### config.mk
export PLATFORM = sky130hd
export DESIGN_NAME = shunt_sensor_frame_decoder_flat
export DESIGN_NICKNAME = d
export VERILOG_FILES = /design/src/rtl/core/ssfd_pkg.sv /design/src/rtl/core/ssfd_req_if.sv /design/src/rtl/core/ssfd_rsp_if.sv /design/src/rtl/core/ssfd_seq_check.sv /design/src/rtl/core/ssfd_accum.sv /design/src/rtl/core/shunt_sensor_frame_decoder.sv /design/src/flat_wrapper.sv
export VERILOG_INCLUDE_DIRS = /design/src /design/src/rtl/core
export SDC_FILE = /design/constraint.sdc
export NUM_CORES = 1
export LEC_CHECK = 0
export BUFFER_PORTS_ARGS = -buffer_cell sky130_fd_sc_hd__buf_2
export CAP_MARGIN = 20
export CORE_UTILIZATION = 62
export CTS_BUF_LIST = sky130_fd_sc_hd__clkbuf_4 sky130_fd_sc_hd__clkbuf_8
export DETAILED_ROUTE_END_ITERATION = 16
export PLACE_DENSITY = 0.95
export SETUP_SLACK_MARGIN = 0.4
export SYNTH_ARGS = -nofsm -noshare
export SYNTH_HDL_FRONTEND = slang
export SYNTH_HIERARCHICAL = 1
export SYNTH_SLANG_ARGS = --single-unit
### constraint.sdc
create_clock -name clock -period 5.34 [get_ports clock]
set_input_delay 0.801 -clock clock [delete_from_list [all_inputs] [get_ports clock]]
set_output_delay 0.801 -clock clock [all_outputs]
set_load 0.05 [all_outputs]
### src/rtl/core/shunt_sensor_frame_decoder_macros.svh
// assertion helpers for the shunt sensor frame decoder
`ifndef SHUNT_SENSOR_FRAME_DECODER_MACROS_SVH
`define SHUNT_SENSOR_FRAME_DECODER_MACROS_SVH

// condition implies consequence in the next cycle
`define SSFD_ASSERT_NEXT(lbl, ante, cons, msg) \
   lbl: assert property (@(posedge clock) disable iff (reset) (ante) |=> (cons)) \
      else $error(msg);

// condition implies consequence in the same cycle
`define SSFD_ASSERT_SAME(lbl, ante, cons, msg) \
   lbl: assert property (@(posedge clock) disable iff (reset) (ante) |-> (cons)) \
      else $error(msg);

`endif

### src/rtl/core/ssfd_pkg.sv
package ssfd_pkg;

   localparam int NUM_CHANNELS_DEF = 8;
   localparam int ACC_WIDTH_DEF    = 48;

   localparam int MODE_W  = 2;
   localparam int ID_W    = 11;
   localparam int BYTE_W  = 8;
   localparam int WORD_W  = 32;
   localparam int CH_W    = 3;
   localparam int IDX_W   = 4;
   localparam int CNT_W   = 4;
   localparam int FLAG_W  = 4;
   localparam int TOTAL_W = 48;

   localparam logic [ID_W-1:0]   BASE_ID   = 11'h521;
   localparam logic [IDX_W-1:0]  CH_CHARGE = 4'd6;
   localparam logic [IDX_W-1:0]  CH_ENERGY = 4'd7;

   localparam logic [MODE_W-1:0] MODE_FRAME   = 2'd0;
   localparam logic [MODE_W-1:0] MODE_RESTART = 2'd1;
   localparam logic [MODE_W-1:0] MODE_RESYNC  = 2'd2;

   typedef struct packed {
      logic [MODE_W-1:0] mode;
      logic [ID_W-1:0]   frame_id;
      logic [BYTE_W-1:0] mux_id;
      logic [BYTE_W-1:0] frame_status;
      logic [WORD_W-1:0] payload_word;
   } req_type;

   typedef struct packed {
      logic clear;
      logic load;
   } acc_ctrl_type;

   typedef struct packed {
      logic              resync;
      logic              check;
      logic [IDX_W-1:0]  ch;
      logic [CNT_W-1:0]  cnt;
      logic [FLAG_W-1:0] flags;
   } seq_ctrl_type;

endpackage

### src/rtl/core/ssfd_req_if.sv
interface ssfd_req_if;
   logic                             valid;
   logic                             ready;
   logic [ssfd_pkg::MODE_W-1:0]      mode;
   logic [ssfd_pkg::ID_W-1:0]        frame_id;
   logic [ssfd_pkg::BYTE_W-1:0]      mux_id;
   logic [ssfd_pkg::BYTE_W-1:0]      frame_status;
   logic [ssfd_pkg::WORD_W-1:0]      payload_word;

   modport source (output valid, mode, frame_id, mux_id, frame_status, payload_word,
                   input ready);
   modport sink   (input valid, mode, frame_id, mux_id, frame_status, payload_word,
                   output ready);
endinterface

### src/rtl/core/ssfd_rsp_if.sv
interface ssfd_rsp_if;
   logic                               valid;
   logic                               ready;
   logic                               accepted;
   logic [ssfd_pkg::CH_W-1:0]          channel;
   logic signed [ssfd_pkg::WORD_W-1:0] measured_value;
   logic                               counter_jump;
   logic [ssfd_pkg::FLAG_W-1:0]        fault_flags;
   logic signed [ssfd_pkg::TOTAL_W-1:0] charge_total;
   logic signed [ssfd_pkg::TOTAL_W-1:0] energy_total;
   logic [ssfd_pkg::WORD_W-1:0]        frames_seen;

   modport source (output valid, accepted, channel, measured_value, counter_jump,
                   fault_flags, charge_total, energy_total, frames_seen,
                   input ready);
   modport sink   (input valid, accepted, channel, measured_value, counter_jump,
                   fault_flags, charge_total, energy_total, frames_seen,
                   output ready);
endinterface

### src/rtl/core/ssfd_seq_check.sv
module ssfd_seq_check #(
   parameter int NUM_CHANNELS = ssfd_pkg::NUM_CHANNELS_DEF
) (
   input  logic                          clock,
   input  logic                          reset,
   input  ssfd_pkg::seq_ctrl_type        ctrl,
   output logic                          jump,
   output logic [ssfd_pkg::FLAG_W-1:0]   flags
);

   localparam int SEL_W = (NUM_CHANNELS > 1) ? $clog2(NUM_CHANNELS) : 1;

   logic [NUM_CHANNELS-1:0]        valid_ff, valid_in;
   logic [ssfd_pkg::CNT_W-1:0]     cnt_ff [NUM_CHANNELS];
   logic                           jump_ff, jump_in;
   logic [ssfd_pkg::FLAG_W-1:0]    flags_ff, flags_in;
   logic [SEL_W-1:0]               sel;
   logic [ssfd_pkg::CNT_W-1:0]     expected;

   assign sel      = ctrl.ch[SEL_W-1:0];
   assign expected = cnt_ff[sel] + ssfd_pkg::CNT_W'(1);

   always_comb begin
      valid_in = valid_ff;
      jump_in  = jump_ff;
      flags_in = flags_ff;
      if (ctrl.resync) begin
         valid_in = '0;
      end else if (ctrl.check) begin
         if (valid_ff[sel]) begin
            jump_in = (ctrl.cnt != expected);
         end
         valid_in[sel] = 1'b1;
         flags_in      = ctrl.flags;
      end
   end

   always_ff @(posedge clock) begin
      if (reset) begin
         valid_ff <= '0;
         jump_ff  <= 1'b0;
         flags_ff <= '0;
      end else begin
         valid_ff <= valid_in;
         jump_ff  <= jump_in;
         flags_ff <= flags_in;
      end
   end

   // counter history, qualified by the valid bits
   always_ff @(posedge clock) begin
      if (ctrl.check) begin
         cnt_ff[sel] <= ctrl.cnt;
      end
   end

   assign jump  = jump_ff;
   assign flags = flags_ff;

endmodule

### src/rtl/core/ssfd_accum.sv
module ssfd_accum #(
   parameter int ACC_WIDTH = ssfd_pkg::ACC_WIDTH_DEF
) (
   input  logic                                  clock,
   input  logic                                  reset,
   input  ssfd_pkg::acc_ctrl_type                ctrl,
   input  logic signed [ssfd_pkg::WORD_W-1:0]    value,
   output logic signed [ssfd_pkg::TOTAL_W-1:0]   total
);

   logic signed [ssfd_pkg::WORD_W-1:0] base_ff;
   logic signed [ACC_WIDTH-1:0]        sum_ff, sum_in;
   logic                               primed_ff;
   logic signed [ssfd_pkg::WORD_W:0]   delta;
   logic signed [ACC_WIDTH:0]          wide;

   assign delta = {value[ssfd_pkg::WORD_W-1], value}
                - {base_ff[ssfd_pkg::WORD_W-1], base_ff};
   assign wide  = {sum_ff[ACC_WIDTH-1], sum_ff} + (ACC_WIDTH+1)'(delta);

   // saturate at the signed limits
   always_comb begin
      if (wide[ACC_WIDTH] != wide[ACC_WIDTH-1]) begin
         sum_in = wide[ACC_WIDTH] ? {1'b1, {(ACC_WIDTH-1){1'b0}}}
                                  : {1'b0, {(ACC_WIDTH-1){1'b1}}};
      end else begin
         sum_in = wide[ACC_WIDTH-1:0];
      end
   end

   always_ff @(posedge clock) begin
      if (reset || ctrl.clear) begin
         base_ff   <= '0;
         sum_ff    <= '0;
         primed_ff <= 1'b0;
      end else if (ctrl.load) begin
         if (primed_ff) begin
            sum_ff <= sum_in;
         end
         base_ff   <= value;
         primed_ff <= 1'b1;
      end
   end

   assign total = ssfd_pkg::TOTAL_W'(sum_ff);

endmodule

### src/rtl/core/shunt_sensor_frame_decoder.sv
// Shunt sensor frame decoder.
// req_if carries one request per received CAN frame (mode 0) or a host
// command: restart (mode 1) clears both accumulators and their baselines,
// resync (mode 2) drops the rolling counter history. rsp_if returns exactly
// one result per request: decode of the frame plus a snapshot of the
// counter check latch, error flags, charge and energy totals and frame count
// as they stand after that request.
// A request passes an input register and a result register; one request can
// be taken every cycle while the receiver takes results. All decode, counter
// check and the 48-bit saturating add sit in the single stage between the two
// registers.
// When the receiver stalls, the result register holds and the input register
// fills; ready then drops until the result is taken. State only moves when
// a request passes into the result register, so the totals shown with a
// waiting result stay unchanged.
// Reset (synchronous, active high) empties both registers, clears the
// totals, latches and frame count and marks all counter history invalid.
`include "shunt_sensor_frame_decoder_macros.svh"

module shunt_sensor_frame_decoder #(
   parameter int NUM_CHANNELS = ssfd_pkg::NUM_CHANNELS_DEF,
   parameter int ACC_WIDTH    = ssfd_pkg::ACC_WIDTH_DEF
) (
   input logic        clock,
   input logic        reset,
   ssfd_req_if.sink   req_if,
   ssfd_rsp_if.source rsp_if
);

   logic                               s1_valid_ff, s1_valid_in;
   ssfd_pkg::req_type                  s1_ff;
   logic                               out_valid_ff, out_valid_in;
   logic                               out_accepted_ff;
   logic [ssfd_pkg::CH_W-1:0]          out_channel_ff;
   logic signed [ssfd_pkg::WORD_W-1:0] out_value_ff;
   logic [ssfd_pkg::WORD_W-1:0]        tally_ff, tally_in;

   logic                               advance;
   logic                               take;
   logic                               is_frame;
   logic [ssfd_pkg::ID_W-1:0]          diff;
   logic                               hit;
   logic [ssfd_pkg::IDX_W-1:0]         ch;
   ssfd_pkg::seq_ctrl_type             seq_ctrl;
   ssfd_pkg::acc_ctrl_type             charge_ctrl, energy_ctrl;
   logic                               jump;
   logic [ssfd_pkg::FLAG_W-1:0]        flags;
   logic signed [ssfd_pkg::TOTAL_W-1:0] charge_total, energy_total;

   assign advance      = s1_valid_ff && (!out_valid_ff || rsp_if.ready);
   assign req_if.ready = !s1_valid_ff || advance;
   assign take         = req_if.valid && req_if.ready;

   // frame decode
   assign is_frame = (s1_ff.mode == ssfd_pkg::MODE_FRAME);
   assign diff     = s1_ff.frame_id - ssfd_pkg::BASE_ID;
   assign hit      = is_frame && (s1_ff.frame_id >= ssfd_pkg::BASE_ID)
                   && (diff < ssfd_pkg::ID_W'(NUM_CHANNELS))
                   && ({3'b000, s1_ff.mux_id} == diff);
   assign ch       = diff[ssfd_pkg::IDX_W-1:0];

   assign seq_ctrl.resync = advance && (s1_ff.mode == ssfd_pkg::MODE_RESYNC);
   assign seq_ctrl.check  = advance && hit;
   assign seq_ctrl.ch     = ch;
   assign seq_ctrl.cnt    = s1_ff.frame_status[ssfd_pkg::CNT_W-1:0];
   assign seq_ctrl.flags  = s1_ff.frame_status[ssfd_pkg::BYTE_W-1:ssfd_pkg::CNT_W];

   assign charge_ctrl.clear = advance && (s1_ff.mode == ssfd_pkg::MODE_RESTART);
   assign charge_ctrl.load  = advance && hit && (ch == ssfd_pkg::CH_CHARGE);
   assign energy_ctrl.clear = charge_ctrl.clear;
   assign energy_ctrl.load  = advance && hit && (ch == ssfd_pkg::CH_ENERGY);

   ssfd_seq_check #(
      .NUM_CHANNELS (NUM_CHANNELS)
   ) u_seq_check (
      .clock (clock),
      .reset (reset),
      .ctrl  (seq_ctrl),
      .jump  (jump),
      .flags (flags)
   );

   ssfd_accum #(
      .ACC_WIDTH (ACC_WIDTH)
   ) u_charge_accum (
      .clock (clock),
      .reset (reset),
      .ctrl  (charge_ctrl),
      .value (s1_ff.payload_word),
      .total (charge_total)
   );

   ssfd_accum #(
      .ACC_WIDTH (ACC_WIDTH)
   ) u_energy_accum (
      .clock (clock),
      .reset (reset),
      .ctrl  (energy_ctrl),
      .value (s1_ff.payload_word),
      .total (energy_total)
   );

   always_comb begin
      s1_valid_in = s1_valid_ff;
      if (take) begin
         s1_valid_in = 1'b1;
      end else if (advance) begin
         s1_valid_in = 1'b0;
      end
      out_valid_in = out_valid_ff;
      if (advance) begin
         out_valid_in = 1'b1;
      end else if (rsp_if.ready) begin
         out_valid_in = 1'b0;
      end
      tally_in = tally_ff;
      if (advance && is_frame) begin
         tally_in = tally_ff + ssfd_pkg::WORD_W'(1);
      end
   end

   always_ff @(posedge clock) begin
      if (reset) begin
         s1_valid_ff  <= 1'b0;
         out_valid_ff <= 1'b0;
         tally_ff     <= '0;
      end else begin
         s1_valid_ff  <= s1_valid_in;
         out_valid_ff <= out_valid_in;
         tally_ff     <= tally_in;
      end
   end

   always_ff @(posedge clock) begin
      if (take) begin
         s1_ff.mode         <= req_if.mode;
         s1_ff.frame_id     <= req_if.frame_id;
         s1_ff.mux_id       <= req_if.mux_id;
         s1_ff.frame_status <= req_if.frame_status;
         s1_ff.payload_word <= req_if.payload_word;
      end
      if (advance) begin
         out_accepted_ff <= hit;
         out_channel_ff  <= hit ? ch[ssfd_pkg::CH_W-1:0] : '0;
         out_value_ff    <= hit ? s1_ff.payload_word : '0;
      end
   end

   assign rsp_if.valid          = out_valid_ff;
   assign rsp_if.accepted       = out_accepted_ff;
   assign rsp_if.channel        = out_channel_ff;
   assign rsp_if.measured_value = out_value_ff;
   assign rsp_if.counter_jump   = jump;
   assign rsp_if.fault_flags    = flags;
   assign rsp_if.charge_total   = charge_total;
   assign rsp_if.energy_total   = energy_total;
   assign rsp_if.frames_seen    = tally_ff;

   `SSFD_ASSERT_NEXT(a_state_held_on_stall, rsp_if.valid && !rsp_if.ready,
      $stable(tally_ff) && $stable(charge_total) && $stable(energy_total),
      "state moved while a result was stalled")
   `SSFD_ASSERT_NEXT(a_restart_clears, advance && (s1_ff.mode == ssfd_pkg::MODE_RESTART),
      (charge_total == '0) && (energy_total == '0), "restart left a total non-zero")
   `SSFD_ASSERT_SAME(a_reject_zero, out_valid_ff && !out_accepted_ff,
      (out_channel_ff == '0) && (out_value_ff == '0), "rejected request carries data")

endmodule

### src/flat_wrapper.sv
// flat-port wrapper written by rule: the top's interface ports become plain ports
module shunt_sensor_frame_decoder_flat 
#(
   parameter int NUM_CHANNELS = ssfd_pkg::NUM_CHANNELS_DEF,
   parameter int ACC_WIDTH    = ssfd_pkg::ACC_WIDTH_DEF
)
  (clock, reset, req_if_valid, req_if_mode, req_if_frame_id, req_if_mux_id, req_if_frame_status, req_if_payload_word, req_if_ready, rsp_if_valid, rsp_if_accepted, rsp_if_channel, rsp_if_measured_value, rsp_if_counter_jump, rsp_if_fault_flags, rsp_if_charge_total, rsp_if_energy_total, rsp_if_frames_seen, rsp_if_ready);
  ssfd_req_if req_if_i ();
  ssfd_rsp_if rsp_if_i ();
  input logic clock;
  input logic reset;
  input wire logic [$bits(req_if_i.valid)-1:0] req_if_valid;
  input wire logic [$bits(req_if_i.mode)-1:0] req_if_mode;
  input wire logic [$bits(req_if_i.frame_id)-1:0] req_if_frame_id;
  input wire logic [$bits(req_if_i.mux_id)-1:0] req_if_mux_id;
  input wire logic [$bits(req_if_i.frame_status)-1:0] req_if_frame_status;
  input wire logic [$bits(req_if_i.payload_word)-1:0] req_if_payload_word;
  output wire logic [$bits(req_if_i.ready)-1:0] req_if_ready;
  output wire logic [$bits(rsp_if_i.valid)-1:0] rsp_if_valid;
  output wire logic [$bits(rsp_if_i.accepted)-1:0] rsp_if_accepted;
  output wire logic [$bits(rsp_if_i.channel)-1:0] rsp_if_channel;
  output wire logic [$bits(rsp_if_i.measured_value)-1:0] rsp_if_measured_value;
  output wire logic [$bits(rsp_if_i.counter_jump)-1:0] rsp_if_counter_jump;
  output wire logic [$bits(rsp_if_i.fault_flags)-1:0] rsp_if_fault_flags;
  output wire logic [$bits(rsp_if_i.charge_total)-1:0] rsp_if_charge_total;
  output wire logic [$bits(rsp_if_i.energy_total)-1:0] rsp_if_energy_total;
  output wire logic [$bits(rsp_if_i.frames_seen)-1:0] rsp_if_frames_seen;
  input wire logic [$bits(rsp_if_i.ready)-1:0] rsp_if_ready;
  assign req_if_i.valid = req_if_valid;
  assign req_if_i.mode = req_if_mode;
  assign req_if_i.frame_id = req_if_frame_id;
  assign req_if_i.mux_id = req_if_mux_id;
  assign req_if_i.frame_status = req_if_frame_status;
  assign req_if_i.payload_word = req_if_payload_word;
  assign req_if_ready = req_if_i.ready;
  assign rsp_if_valid = rsp_if_i.valid;
  assign rsp_if_accepted = rsp_if_i.accepted;
  assign rsp_if_channel = rsp_if_i.channel;
  assign rsp_if_measured_value = rsp_if_i.measured_value;
  assign rsp_if_counter_jump = rsp_if_i.counter_jump;
  assign rsp_if_fault_flags = rsp_if_i.fault_flags;
  assign rsp_if_charge_total = rsp_if_i.charge_total;
  assign rsp_if_energy_total = rsp_if_i.energy_total;
  assign rsp_if_frames_seen = rsp_if_i.frames_seen;
  assign rsp_if_i.ready = rsp_if_ready;
  shunt_sensor_frame_decoder #(.NUM_CHANNELS(NUM_CHANNELS), .ACC_WIDTH(ACC_WIDTH)) u_core (.clock(clock), .reset(reset), .req_if(req_if_i), .rsp_if(rsp_if_i));
endmodule
==> results of run 1 <==
-- metal layers --
layer / global-route usage, % / vias to the layer above / share of wire [%]
li1: - / 8979 / -
met1: 41.8 / 9515 / 39
met2: 56.5 / 1125 / 48
met3: 6.14 / 243 / 8.4
met4: 19.0 / 0 / 5.1
met5: 0 / - / 0
-- timing repair --
action / 4_1_cts / 5_1_grt
pin swaps: 0 / 0
hold buffers: 0 / 0
setup endpoints to repair: 4 / 52
gates resized for setup: 2 / 7
setup buffers: 3 / 4
-- flip-flops by register name, indices dropped and copies added (netlist names) --
register	cells
u_core/s1_ff	61
u_core/u_charge_accum/base_ff	32
u_core/u_charge_accum/primed_ff	1
u_core/rsp_if.valid	1
u_core/u_energy_accum/total	48
u_core/u_seq_check/valid_ff	8
u_core/rsp_if.frames_seen	32
u_core/u_seq_check/cnt_ff	32
u_core/s1_valid_ff	1
u_core/u_energy_accum/base_ff	32
u_core/u_seq_check/flags	4
u_core/u_seq_check/jump	1
u_core/u_charge_accum/total	48
u_core/rsp_if.accepted	1
u_core/rsp_if.measured_value	32
u_core/u_energy_accum/primed_ff	1
u_core/rsp_if.channel	3
-- layout make-up --
class	count	share of cell area (%)
clock buffers	74	3.65
multi-input cells	1631	49.3
flip-flops and latches	338	32.0
well taps	461	2.29
clock inverters	30	0.874
inverters	387	5.80
diodes	5	0.0497
repair buffers	278	6.02
-- power by group through the flow --
stage,clock network [mW],registers (mW),logic [mW]
2_1_floorplan,0,2.85,1.11
3_3_place_gp,0,2.82,1.45
3_5_place_dp,0,2.82,1.50
4_1_cts,2.40,2.77,1.52
5_1_grt,2.51,2.77,1.69
6_report,2.37,2.77,1.56
-- cell usage in the layout, fill, tap and decap left out, types with 17 or more instances in the layout --
cell and instances:
ha_1 102, a221oi_1 30, a211oi_1 17, nor2_1 193
buf_4 41, clkbuf_8 59, o21a_1 25, a21o_1 45
xor2_1 36, nor4_1 43, mux2i_1 78, nand4_1 28
a21oi_1 205, edfxtp_1 129, maj3_1 50, fa_1 96
nand3_1 41, nand2_1 143, buf_2 235, inv_1 384
nor3_1 27, xnor2_1 88, o21ai_0 136, dfxtp_1 209
-- critical path, delay by kind of cell, from the launching register on --
family	cells	cell delay [ps]
and+or+nand+nor	4	1260
adders and majority gates	2	900
buffers and inverters	5	880
DFF	1	480
AOI/OAI and AO/OA	5	1160
-- path summary, 6_finish.rpt --
| path | endpoint | from | slack [ps] | cells past startpoint |
|---|---|---|---|---|
| setup / recovery | u_core/u_charge_accum/total[26] | u_core/s1_ff[31] | 510 | 16 |
| hold / removal | u_core/s1_ff[38] | req_if_frame_status[6] | 320 | 1 |
| setup reg to reg | u_core/u_charge_accum/total[26] | u_core/s1_ff[31] | 510 | 16 |
| hold reg to reg | u_core/u_seq_check/valid_ff[1] | u_core/u_seq_check/valid_ff[1] | 470 | 1 |
-- metrics by stage --
step / worst slack, ps / util [%]
finish: 508 / 70.8
global route: 381 / 70.8
CTS: 372 / 70.6
detailed placement: 341 / 67.3
global placement: 586 / 67.3
floorplan: 890 / -
==> flow_summary.json, run 1 <==
{
  "status": "finished, final reports clean",
  "tns_ps": 0,
  "cp_max_fo": 51,
  "die_w_um": 192,
  "p_per_area_nw_per_um2": 266,
  "dp.cells": 3088,
  "clockBufferDepth": 3,
  "fillers": 2568,
  "power_leakage_nw": 10.6,
  "grt_max_degree": 62,
  "cts_buffers": 56,
  "regArea_um2": 8060,
  "syn_nets": 2742,
  "grt_pass1_wl_um": 98600,
  "cts.sinks": 338,
  "worst_slew_pin_slew_ps": 998,
  "vias": 19900,
  "drc_errors": 0,
  "ant_nets": 0,
  "place_area_um2": 24000,
  "num-nets-final": 2955,
  "end_kind": "register",
  "fmax_mhz": 207,
  "setup_viol": 0,
  "switching_share_pct": 31.9,
  "slowest_delay_ps": 520,
  "via_per_inst": 6.20,
  "peakVddDrop_mv": 0.206,
  "clkPwrFrac_pct": 35.3,
  "syn2layout_area_growth_pct": 12.3,
  "cp.arrival_ps": 5330,
  "worstPathRequired_ps": 5840,
  "syn_inst": 2479,
  "start_kind": "register",
  "core_um2": 35600,
  "wl_um": 64100,
  "root_buffer": "clkbuf_8",
  "final_area_um2": 25200,
  "place_congestion": 0.982,
  "layout_min_cycle_time_ps": 4830,
  "cts_tree": "yes",
  "slew_headroom_pct": 33.4,
  "synthesis.area_um2": 22400,
  "seqPwrFrac_pct": 41.4,
  "multiInputGateArea_um2": 12400,
  "initial_core_util_pct": 63.1,
  "grt_usage_pct": 34.1,
  "final_hold_viol_count": 0,
  "rows": 69,
  "cts_max_level": 2,
  "cap_violations": 0,
  "grt_overflow_total": 0,
  "io-pin-count": 236,
  "ys.warnings.count": 6,
  "p_comb_share_pct": 23.3,
  "grt_pass1_vias": 19400,
  "dp_hpwl_um": 46700,
  "hold_class": "input pin to register",
  "whs_ps": 318,
  "crit_chain": "buf_4 -> clkinvlp_4 -> buf_4 -> fa_1 -> inv_1 -> ha_1 -> a21o_1 -> or3_1 -> o21ai_0 -> nor3_1 -> nor4_2 -> a21oi_1 -> or3_1 -> clkbuf_8 -> o21ai_0 -> a221oi_1",
  "rsz0062_at_grt": "yes",
  "dieArea_um2": 36900,
  "first_iter_violations": 1963,
  "switchingPower_mw": 2.14,
  "portBuffers": 235,
  "clk_pin_slew_worst_paths_ps": 60,
  "path_class": "register to register",
  "power_mw": 6.70,
  "chipHeight_um": 192,
  "slew_violations": 0,
  "drt-pass1-iter-count": 6,
  "drive_gt1_share_pct": 15.7,
  "skew_ps": 25.1,
  "antenna_found_initial": 5,
  "crit_path_top_delay_cell": "fa_1",
  "drt-wirelength-per-cell_um": 20.0,
  "fin_cells": 3204,
  "synth.avg_cell_area_um2": 9.05,
  "clk_latency_ps": 660,
  "finalCritPeriodShare_pct": 90.5,
  "power.internal_mw": 4.56
}
Power figures use the tool's default switching activity.
==> inputs of run 2 (changes only) <==
--- a/config.mk
+++ b/config.mk
@@ -8,10 +8,12 @@
 export LEC_CHECK = 0
 export BUFFER_PORTS_ARGS = -buffer_cell sky130_fd_sc_hd__buf_2
 export CAP_MARGIN = 20
-export CORE_UTILIZATION = 62
+export CELL_PAD_IN_SITES_DETAIL_PLACEMENT = 1
+export CELL_PAD_IN_SITES_GLOBAL_PLACEMENT = 2
+export CORE_UTILIZATION = 38
 export CTS_BUF_LIST = sky130_fd_sc_hd__clkbuf_4 sky130_fd_sc_hd__clkbuf_8
 export DETAILED_ROUTE_END_ITERATION = 16
-export PLACE_DENSITY = 0.95
+export PLACE_DENSITY = 0.94
 export SETUP_SLACK_MARGIN = 0.4
 export SYNTH_ARGS = -nofsm -noshare
 export SYNTH_HDL_FRONTEND = slang
==> run 2 against run 1 <==
Effect of this change: final cell count grew 10%; first-iteration DRC count shrank 43%; highest routed layer unchanged; combinational power grew 3%; global-route usage shrank 9.4 points; cell area grew 3.0%; critical endpoint is now u_core/u_energy_accum/total[46]; largest cell class unchanged; hold slack lost 38 ps.
==> flow_summary.json, run 2 (synthesized netlist as in run 1, its figures left out) <==
{
  "dp_hpwl_um": 55900,
  "grt_pass1_vias": 20400,
  "setup_viol": 0,
  "skew_ps": 61.8,
  "hold_end": "u_core/s1_ff[33]",
  "crit_chain": "inv_1 -> fa_1 -> inv_1 -> ha_1 -> nand2_1 -> nor4_1 -> o221ai_1 -> nand4_1 -> a21oi_1 -> nor2_1 -> a21oi_1 -> or4_1 -> o2111a_1 -> a31oi_1",
  "clk_pin_slew_worst_paths_ps": 60,
  "rows": 88,
  "cts_max_level": 3,
  "grt_overflow_total": 0,
  "grt_usage_pct": 24.6,
  "cp_max_fo": 6,
  "cp.buffers_inverters": 2,
  "end_kind": "register",
  "power_leakage_nw": 10.8,
  "rsz0062_at_grt": "no",
  "initial_core_util_pct": 38.7,
  "cts_tree": "yes",
  "r2r_end": "u_core/u_energy_accum/total[46]",
  "cp_top_family": "simple AND/OR/NAND/NOR gates",
  "finalCritPeriodShare_pct": 88.0,
  "fin_cells": 3528,
  "whs_ps": 280,
  "min_path_cells": 1,
  "worst_slew_pin_slew_ps": 1030,
  "core_um2": 58000,
  "fillers": 6782,
  "crit_path_top_delay_cell": "nor4_1",
  "fmax_mhz": 213,
  "reg2reg_slack_ps": 640,
  "worstPathRequired_ps": 5940,
  "drt-wirelength-per-cell_um": 21.0,
  "clockBufferDepth": 3,
  "cap_violations": 0,
  "wl_um": 74100,
  "hold_class": "input pin to register",
  "status": "finished, final reports clean",
  "syn2layout_area_growth_pct": 15.7,
  "cts.sinks": 338,
  "drive_gt1_share_pct": 16.9,
  "final_hold_viol_count": 0,
  "layout_min_cycle_time_ps": 4700,
  "slowest_delay_ps": 700,
  "via_per_inst": 5.47,
  "dieArea_um2": 60000,
  "die_w_um": 245,
  "chipHeight_um": 245,
  "start_kind": "register",
  "grt_max_degree": 62,
  "largest_reg_flops": 61,
  "multiInputGateArea_um2": 12400,
  "p_per_area_nw_per_um2": 284,
  "grt_pass1_wl_um": 115000,
  "clk_latency_ps": 690,
  "largest-register": "u_core/s1_ff",
  "cp.arrival_ps": 5300,
  "mostFrequentLayoutCells": "inv_1, buf_2, dfxtp_1",
  "num-nets-final": 2971,
  "peakVddDrop_mv": 0.190,
  "antenna_found_initial": 1,
  "slew_headroom_pct": 30.7,
  "power.internal_mw": 5.02,
  "io-pin-count": 236,
  "dp.cells": 3398,
  "place_congestion": 0.939,
  "drt-pass1-iter-count": 5,
  "cts_buffers": 68,
  "switching_share_pct": 32.0,
  "vias": 19300,
  "r2r_cells": 14,
  "portBuffers": 235,
  "hp-start": "req_if_frame_status[1]",
  "first_iter_violations": 1110,
  "clkPwrFrac_pct": 40.7,
  "switchingPower_mw": 2.37,
  "drc_errors": 0,
  "cp.depth": 14,
  "ant_nets": 0,
  "p_comb_share_pct": 21.7,
  "regArea_um2": 8060,
  "seqPwrFrac_pct": 37.6,
  "tns_ps": 0,
  "path_class": "register to register",
  "r2r-start": "u_core/s1_ff[20]",
  "final_common_cell": "inv_1",
  "slew_violations": 0,
  "root_buffer": "clkbuf_8"
}
==> run 2: cell types whose count changed in the layout (fill, tap and decap cells not counted), sizes merged <==
cell      previous run  this run
clkinvlp             5         1
clkbuf              75       108
clkinv              23         7
inv                386       392
buf                277       282
diode                5         1
==> run 2: power groups by stage <==
| stage | registers (mW) | logic, mW | clock network (mW) |
|---|---|---|---|
| 3_3_place_gp | 2.83 | 1.51 | 0 |
| 3_5_place_dp | 2.83 | 1.57 | 0 |
| 6_report | 2.78 | 1.60 | 3.01 |
| 4_1_cts | 2.78 | 1.59 | 3.09 |
| 2_1_floorplan | 2.85 | 1.11 | 0 |
| 5_1_grt | 2.78 | 1.75 | 3.20 |
==> run 2: repair_timing <==
item | 4_1_cts | 5_1_grt
pin swaps | 0 | 1
hold buffers | 0 | 0
setup buffers | 3 | 2
setup endpoints to repair | 6 | 35
resized for setup | 0 | 3
==> run 2: how the worst max path moves through the flow <==
stage / startpoint / to / slack (ps)
6_report: u_core/s1_ff[20] / u_core/u_energy_accum/total[46] / 640
5_1_grt: u_core/s1_ff[31] / u_core/u_energy_accum/total[1] / 450
4_1_cts: u_core/s1_ff[20] / u_core/u_energy_accum/total[46] / 620
3_5_place_dp: u_core/s1_ff[31] / u_core/u_energy_accum/total[46] / 410
3_3_place_gp: u_core/s1_ff[31] / u_core/u_charge_accum/total[41] / 620
2_1_floorplan: u_core/s1_ff[31] / u_core/u_charge_accum/total[34] / 890
==> run 2: through the flow <==
step	power [mW]	util [%]	setup WS (ps)	cell area (um2)
after global placement	4.34	42.0	619	24400
final	7.39	44.7	638	26000
after floorplan	3.96	-	890	22400
after global routing	7.72	44.7	450	26000
after detailed placement	4.40	42.0	408	24400
after CTS	7.46	44.7	624	25900
==> run 2: worst reg2reg max path: stages, from the launching register on <==
cell      delay [ps]
edfxtp_1         520
inv_1            130
fa_1             560
inv_1             50
ha_1             410
nand2_1          160
nor4_1           700
o221ai_1         460
nand4_1          280
a21oi_1          130
nor2_1           200
a21oi_1          190
or4_1            550
o2111a_1         150
a31oi_1          160
==> run 2: cell type report <==
cell class	count	area share, %
Clock inverter	16	0.867
Sequential cell	338	31.0
Clock buffer	108	4.98
Antenna cell	1	0.00964
Tap cell	765	3.69
Multi-Input combinational cell	1631	47.9
Timing Repair Buffer	282	5.97
Inverter	387	5.60
==> run 2: metal layers <==
metal | global-route usage, % | share of wire [%] | up-vias
li1 | - | - | 9005
met5 | 0 | 0 | -
met3 | 3.31 | 4.2 | 142
met2 | 42.7 | 49 | 480
met4 | 8.92 | 3.1 | 0
met1 | 31.2 | 43 | 9670
==> inputs of run 3 (changes only) <==
--- a/config.mk
+++ b/config.mk
@@ -14,6 +14,7 @@
 export CTS_BUF_LIST = sky130_fd_sc_hd__clkbuf_4 sky130_fd_sc_hd__clkbuf_8
 export DETAILED_ROUTE_END_ITERATION = 16
 export PLACE_DENSITY = 0.94
+export RECOVER_POWER = 50
 export SETUP_SLACK_MARGIN = 0.4
 export SYNTH_ARGS = -nofsm -noshare
 export SYNTH_HDL_FRONTEND = slang
==> run 3 against run 2 <==
Effect of this change: the flow now finishes with violations (max-capacitance violations, max-slew violations); critical path depth shrank 11; fmax shrank 0.15%; wire length is essentially flat; first-iteration DRC count shrank 6.5%; hold slack is essentially flat; power is essentially flat; cell area shrank 0.66%; register-to-register slack is essentially flat; clock-buffer cell count is the same; clock power is essentially flat; critical path type unchanged; critical endpoint is now u_core/s1_ff[29].
==> flow_summary.json, run 3 (synthesized netlist as in run 1, its figures left out) <==
{
  "layout_min_cycle_time_ps": 4710,
  "grt_usage_pct": 24.6,
  "die_w_um": 245,
  "drive_gt1_share_pct": 12.0,
  "antenna_found_initial": 1,
  "crit_chain": "nor2b_1 -> nand2_1 -> and2_0",
  "setup_viol": 0,
  "chipHeight_um": 245,
  "clk_latency_ps": 690,
  "ant_nets": 0,
  "violations": "max-capacitance violations, max-slew violations",
  "final_common_cell": "inv_1",
  "slew_headroom_pct": -226,
  "initial_core_util_pct": 38.7,
  "power_leakage_nw": 10.3,
  "io-pin-count": 236,
  "mostFrequentLayoutCells": "inv_1, dfxtp_1, a21oi_1",
  "vias": 19300,
  "final_hold_viol_count": 0,
  "clk_pin_slew_worst_paths_ps": 60,
  "wl_um": 74000,
  "portBuffers": 235,
  "cp_max_fo": 61,
  "worstPathRequired_ps": 5470,
  "r2r-start": "u_core/rsp_if.valid",
  "syn2layout_area_growth_pct": 15.0,
  "first_iter_violations": 1038,
  "cts.sinks": 338,
  "min_path_cells": 1,
  "grt_overflow_total": 0,
  "rsz0062_at_grt": "no",
  "via_per_inst": 5.46,
  "core_um2": 58000,
  "ctsHoldBuffers": 0,
  "largest_reg_flops": 61,
  "drc_errors": 0,
  "grt_max_degree": 62,
  "root_buffer": "clkbuf_8",
  "drt-pass1-iter-count": 5,
  "p_per_area_nw_per_um2": 286,
  "peakVddDrop_mv": 0.188,
  "r2r_end": "u_core/s1_ff[29]",
  "end_kind": "register",
  "power_mw": 7.38,
  "dp_hpwl_um": 55900,
  "grt_pass1_vias": 20400,
  "drt-wirelength-per-cell_um": 21.0,
  "hp-start": "req_if_frame_status[1]",
  "slowest_delay_ps": 3480,
  "r2r_cells": 3,
  "skew_ps": 61.3,
  "place_congestion": 0.939,
  "cts_buffers": 68,
  "dieArea_um2": 60000,
  "hold_end": "u_core/s1_ff[33]",
  "cap_violations": 2,
  "clockBufferDepth": 3,
  "slew_violations": 107,
  "path_class": "register to register",
  "reg2reg_slack_ps": 630,
  "finalCritPeriodShare_pct": 88.2,
  "cts_tree": "yes",
  "fmax_mhz": 212,
  "utilization_pct": 44.4,
  "grt_pass1_wl_um": 115000,
  "crit_path_top_delay_cell": "and2_0",
  "start_kind": "register",
  "cts_max_level": 3,
  "hold_class": "input pin to register",
  "crit_start": "u_core/rsp_if.valid",
  "rows": 88,
  "num-nets-final": 2971,
  "cp.arrival_ps": 4840,
  "status": "finished with violations",
  "whs_ps": 281,
  "worst_slew_pin_slew_ps": 4900,
  "largest-register": "u_core/s1_ff",
  "tns_ps": 0
}
-- run 3: cell count changes in the layout (fill, tap and decap cells not counted) --
cell | previous run | this run
inv_1 | 385 | 386
inv_2 | 2 | 1
and2_4 | 1 | 0
buf_2 | 235 | 101
clkbuf_1 | 0 | 134
and2_0 | 1 | 2
-- run 3: metrics by stage --
| stage | instances | setup slack, ps | instance area, um2 |
|---|---|---|---|
| after detailed placement | 3398 | 408 | 24400 |
| after CTS | 3525 | 624 | 25900 |
| final | 3528 | 631 | 25800 |
| after global placement | 3397 | 619 | 24400 |
| after floorplan | 2479 | 890 | 22400 |
| after global routing | 3528 | 379 | 25800 |
-- run 3: worst max-delay path by stage --
stage | end | slack (ps)
6_report | u_core/s1_ff[29] | 630
5_1_grt | u_core/s1_ff[14] | 380
4_1_cts | u_core/u_energy_accum/total[46] | 620
3_5_place_dp | u_core/u_energy_accum/total[46] | 410
3_3_place_gp | u_core/u_charge_accum/total[41] | 620
2_1_floorplan | u_core/u_charge_accum/total[34] | 890
-- run 3: final cells by class --
class	instances	area [um2]
multi-input cells	1631	12400
inverters	387	1450
flip-flops and latches	338	8060
diodes	1	2.50
clock buffers	108	1290
fillers	6836	32200
repair buffers	282	1380
clock inverters	16	225
well taps	765	957
-- run 3: layer usage --
layer  up-vias  wire (um)  track usage (%)
met1      9645      31900             31.2
met5         -          0                0
li1       8995          -                -
met2       486      36500             42.7
met3       141       3370             3.31
met4         0       2270             8.92
-- run 3: critical path: cells and delay by family, from the launching register on --
family,cells,cell delay (ps)
simple gates,3,3740
flops,1,330
-- run 3: timing repair --
| item | 4_1_cts | 5_1_grt |
|---|---|---|
| cloned | 0 | 0 |
| endpoints found under the setup margin | 6 | 35 |
| pin swaps | 0 | 1 |
| buffers inserted | 3 | 2 |
| gates resized for setup | 0 | 3 |
-- run 3: power breakdown --
| group | internal [mW] | total, mW | leakage (nW) | switching [mW] |
|---|---|---|---|---|
| logic | 0.575 | 1.60 | 6.64 | 1.02 |
| clock network | 1.71 | 3.01 | 0.804 | 1.29 |
| registers | 2.73 | 2.78 | 2.88 | 0.0538 |
| total | 5.02 | 7.38 | 10.3 | 2.37 |
